**config.mk**
```make
export PLATFORM = sky130hd
export DESIGN_NAME = vasm_front_flat
export DESIGN_NICKNAME = d
export VERILOG_FILES = /design/src/hdl/vasm_pkg.sv /design/src/hdl/vasm_if.sv /design/src/hdl/vasm_front.sv /design/src/flat_wrapper.sv
export SDC_FILE = /design/constraint.sdc
export NUM_CORES = 1
export LEC_CHECK = 0
export BUFFER_PORTS_ARGS = -buffer_cell sky130_fd_sc_hd__buf_2
export CORE_MARGIN = 10
export CORE_UTILIZATION = 25
export CTS_BUF_LIST = sky130_fd_sc_hd__clkbuf_8 sky130_fd_sc_hd__clkbuf_16
export CTS_CLUSTER_DIAMETER = 40
export DETAILED_ROUTE_END_ITERATION = 10
export SYNTH_ARGS = -nofsm -noshare
export SYNTH_HDL_FRONTEND = slang
export SYNTH_SLANG_ARGS = --single-unit
```
**constraint.sdc**
```tcl
create_clock -name clk -period 6.45 [get_ports clk]
set_input_delay 0.9675 -clock clk [delete_from_list [all_inputs] [get_ports clk]]
set_output_delay 0.9675 -clock clk [all_outputs]
set_load 0.05 [all_outputs]
```
**src/hdl/vasm_pkg.sv**
```systemverilog
`timescale 1ns / 1ps
package vasm_pkg;
    localparam int CHANNELS     = 8;
    localparam int SOUNDS       = 16;
    localparam int SAMPLE_WORDS = 65536;
    localparam int CH_W   = $clog2(CHANNELS);
    localparam int SND_W  = 4;
    localparam int ADDR_W = $clog2(SAMPLE_WORDS);
    localparam int SUM_W  = 12;
    localparam int QDEPTH = 2;

    typedef enum logic [1:0] {
        OP_WRITE  = 2'd0,
        OP_DEFINE = 2'd1,
        OP_START  = 2'd2,
        OP_TICK   = 2'd3
    } op_t;

    typedef enum logic [0:0] {
        REG_EFFECTS = 1'd0,
        REG_MUSIC   = 1'd1
    } reg_idx_t;

    typedef struct packed {
        logic [1:0]  operation;
        logic [15:0] mem_address;
        logic [7:0]  mem_data;
        logic [3:0]  sound_sel;
        logic [7:0]  sound_priority;
        logic [15:0] sound_base;
        logic [15:0] sound_length;
        logic [7:0]  music_sample;
    } in_word_t;

    typedef struct packed {
        logic       kind;
        logic       granted;
        logic [2:0] channel;
        logic [7:0] mixed_sample;
        logic [7:0] active_mask;
    } out_word_t;

    typedef enum logic [2:0] {
        BK_IDLE,
        BK_SCAN,
        BK_READ,
        BK_ACC,
        BK_MIX,
        BK_OUT
    } bk_state_t;
endpackage

```
**src/hdl/vasm_if.sv**
```systemverilog
`timescale 1ns / 1ps
interface vasm_in_if;
    logic valid;
    logic ready;
    vasm_pkg::in_word_t data;
    modport source (output valid, output data, input ready);
    modport sink (input valid, input data, output ready);
endinterface


```
**src/hdl/vasm_front.sv**
```systemverilog
`timescale 1ns / 1ps
module vasm_front (
    input  logic clk,
    input  logic rst_n,
    vasm_in_if.sink in_ch,
    output logic q_valid,
    output vasm_pkg::in_word_t q_word,
    input  logic q_pop
);
    import vasm_pkg::*;

    // short fifo; sample writes and defines pass through it too so order holds
    in_word_t mem_reg [QDEPTH];
    logic wp_reg, wp_next, rp_reg, rp_next;
    logic [1:0] cnt_reg, cnt_next;
    logic push;

    assign in_ch.ready = (cnt_reg != 2'(QDEPTH));
    assign push = in_ch.valid && in_ch.ready;
    assign q_valid = (cnt_reg != 2'd0);
    assign q_word = mem_reg[rp_reg];

    always_comb
    begin
        wp_next = push ? ~wp_reg : wp_reg;
        rp_next = q_pop ? ~rp_reg : rp_reg;
        cnt_next = cnt_reg + {1'b0, push} - {1'b0, q_pop};
    end

    always_ff @(posedge clk or negedge rst_n)
    begin
        if (!rst_n)
        begin
            wp_reg <= 1'b0;
            rp_reg <= 1'b0;
            cnt_reg <= 2'd0;
        end
        else
        begin
            wp_reg <= wp_next;
            rp_reg <= rp_next;
            cnt_reg <= cnt_next;
        end
    end

    always_ff @(posedge clk)
    begin
        if (push)
        begin
            mem_reg[wp_reg] <= in_ch.data;
        end
    end

`ifndef ASSERT_OFF
    a_no_overflow: assert property (@(posedge clk) disable iff (!rst_n)
        cnt_reg == 2'(QDEPTH) |-> !push) else $error("queue overflow");
    a_no_underflow: assert property (@(posedge clk) disable iff (!rst_n)
        q_pop |-> q_valid) else $error("queue underflow");
    a_cnt_range: assert property (@(posedge clk) disable iff (!rst_n)
        cnt_reg <= 2'(QDEPTH)) else $error("queue count out of range");
`endif
endmodule

```
**src/flat_wrapper.sv**
```systemverilog
// flat-port wrapper written by rule: the top's interface ports become plain ports
module vasm_front_flat import vasm_pkg::*;
  (clk, rst_n, q_valid, q_word, q_pop, in_ch_valid, in_ch_data, in_ch_ready);
  vasm_in_if in_ch_i ();
  input  logic clk;
  input  logic rst_n;
  output logic q_valid;
  output vasm_pkg::in_word_t q_word;
  input  logic q_pop;
  input wire logic [$bits(in_ch_i.valid)-1:0] in_ch_valid;
  input wire logic [$bits(in_ch_i.data)-1:0] in_ch_data;
  output wire logic [$bits(in_ch_i.ready)-1:0] in_ch_ready;
  assign in_ch_i.valid = in_ch_valid;
  assign in_ch_i.data = in_ch_data;
  assign in_ch_ready = in_ch_i.ready;
  vasm_front u_core (.clk(clk), .rst_n(rst_n), .in_ch(in_ch_i), .q_valid(q_valid), .q_word(q_word), .q_pop(q_pop));
endmodule
```
==> impl_metrics.yaml <==
status:
  status: "complete, no violations"
worst_setup_path:
  startpoint_type: "register"
  critPathRequiredTime_ns: 5.48
  endpoint_kind: "primary output"
  rr_endpoint: "u_core.mem_reg[0][56]"
  rr_startpoint: "u_core.cnt_reg[0]"
  critPathKind: "reg2out"
  r2r_setup_slack_ns: 3.81
  rr_worst_depth: 4
  startpoint: "u_core.rp_reg"
  crit_fanout: 79
  critPathArrivalTime_ns: 2.29
sta:
  fin_crit_ns: 3.26
  finalSetupTns_ns: 0
  min_period_over_period_pct: 50.5
  maxSlewHeadroom_pct: 23.0
  tightestPinTransition_ns: 1.15
  slew_violations: 0
  hold_viol: 0
  finalSetupViolations: 0
  max_freq_mhz: 307
  rsz0062_at_grt: "false"
  skew_ns: 0.00705
yosys:
  yosysUniqueCellTypes: 17
  synth_area_leaders: "edfxtp_1, mux2_2, mux2_4"
  synthesis.nets: 344
  yosys.area.top_type: "edfxtp_1"
  ys_warn_count: 0
  synth_seq_cells: 160
  netlist_area_sq_um: 5860
  synth_top_area_share_pct: 79.9
  seq_area_frac_synth_pct: 81.6
  netlist_instances: 261
  syn_area_per_cell_sq_um: 22.5
final_layout:
  drive_above_1_share_pct: 60.5
  nNetsFinal: 516
  syn_to_final_growth_pct: 28.8
  layout.area.seq_sq_um: 4790
  n_antenna_cell: 0
  largest_reg_flops: 156
  multi_input_area_sq_um: 1020
  fillers: 2241
  final_cell_mix: "buf_2, edfxtp_1, mux2_2, clkbuf_16, mux2_4"
  utilization_pct: 33.1
  final_common_cell: "buf_2"
routing:
  antenna_left: 0
  num_vias: 2966
  drtIter0Drc: 154
  drc: 0
  via_per_inst: 3.91
  avgRoutedWirePerCell_um: 16.6
  routed_wl_mm: 12.6
  first_pass_iters: 4
grt:
  overflow: 0
  grt_use_total_pct: 8.28
  first_global_vias: 3396
  grt_max_degree: 80
  antenna_found_initial: 0
  grt_pass1_wl_mm: 19.3
die:
  io_pins: 162
  die_area_sq_um: 30000
  start_util_pct: 25.7
  fp.dieH_um: 173
  die_w_um: 173
  num_rows: 55
  core_sq_um: 22800
hold_path:
  hold_path.class: "in2async"
clocking:
  cts_buffers: 17
  cts_tree: "built"
  cts.sinks: 160
  clockBufferDepth: 2
  postCtsSetupRepairBufs: 0
  cts.repair.resized: 0
  htree_levels: 4
  insertion_delay_ns: 0.41
  cts_root_buffer: "clkbuf_16"
  clk_pin_slew_worst_paths_ns: 0.06
  hold_buffers: 0
run:
  drv_cap: 0
pwr:
  ir_worst_vdd_mv: 0.256
  p_leak_nw: 2.79
  p_per_area_nw_per_um2: 539
place:
  hpwl_mm: 8.53
  port_buffers: 161
  gp_congestion: 0.710
-- routing by layer --
layer / part of all wire [%] / up-vias / wire, um / GRT usage [%]
met3: 7.0 / 7 / 878 / 3.64
li1: - / 1375 / - / -
met1: 43 / 1469 / 5460 / 9.53
met4: 1.0 / 0 / 126 / 3.34
met2: 49 / 115 / 6110 / 13.3
met5: 0 / - / 0 / 0
-- worst max-delay path, stage by stage (launching register included) --
cell and delay (ns):
dfrtp_4 1.18, mux2_2 0.45, buf_2 0.22
-- Yosys cell counts --
cell	instances
nor2b_1	1
mux2_2	68
nor2_1	1
nand2b_1	1
or2_2	1
edfxtp_1	156
mux2_4	10
mux2i_1	1
buf_2	6
dfrtp_1	4
ha_1	1
xnor2_1	2
nand2_1	2
and3_1	1
buf_6	3
inv_1	1
xor2_1	2
-- power by group --
part | total (mW) | internal, mW | switching (mW)
sequential | 1.58 | 1.42 | 0.158
clock | 0.912 | 0.521 | 0.391
combinational | 1.58 | 0.445 | 1.13
total | 4.07 | 2.39 | 1.68
-- cells by family (layout without fill, tap and decap cells) --
logic type / Yosys count / in the layout / share of synthesized area (%)
flops: 160 / 160 / 81.6
mux: 79 / 79 / 15.8
buf+inv: 10 / 195 / 1.15
simple gates: 7 / 7 / 0.619
xor+xnor: 4 / 4 / 0.598
fa+ha+maj: 1 / 1 / 0.213
-- worst max path at each step --
stage / cells after the start / slack, ns / end
after floorplan: 2 / 1.58 / u_core.mem_reg[0][0]
after CTS: 2 / 3.12 / q_word[49]
after detailed placement: 4 / 3.23 / u_core.mem_reg[0][68]
after global routing: 2 / 3.05 / q_word[49]
after global placement: 4 / 3.33 / u_core.mem_reg[0][42]
final: 2 / 3.19 / q_word[55]
-- cell type report --
cell class / instances / share of cell area (%)
clock inverter: 15 / 1.41
multi-input combinational: 91 / 13.5
tap: 313 / 5.19
inverter: 1 / 0.0497
timing repair buffer: 162 / 10.8
sequential: 160 / 63.4
clock buffer: 17 / 5.63
-- stage by stage --
step | worst slack (ns) | cells | hold slack (ns) | cell area, sq um | power, mW
floorplan | 1.58 | 261 | 0.460 | 5860 | 2.85
global placement | 3.33 | 727 | 0.540 | 7020 | 3.18
detailed placement | 3.23 | 727 | 0.544 | 7020 | 3.21
CTS | 3.12 | 759 | 0.321 | 7550 | 4.14
global route | 3.05 | 759 | 0.324 | 7550 | 4.25
finish | 3.19 | 759 | 0.355 | 7550 | 4.07
Note: power is estimated with default switching activity, not from simulation.
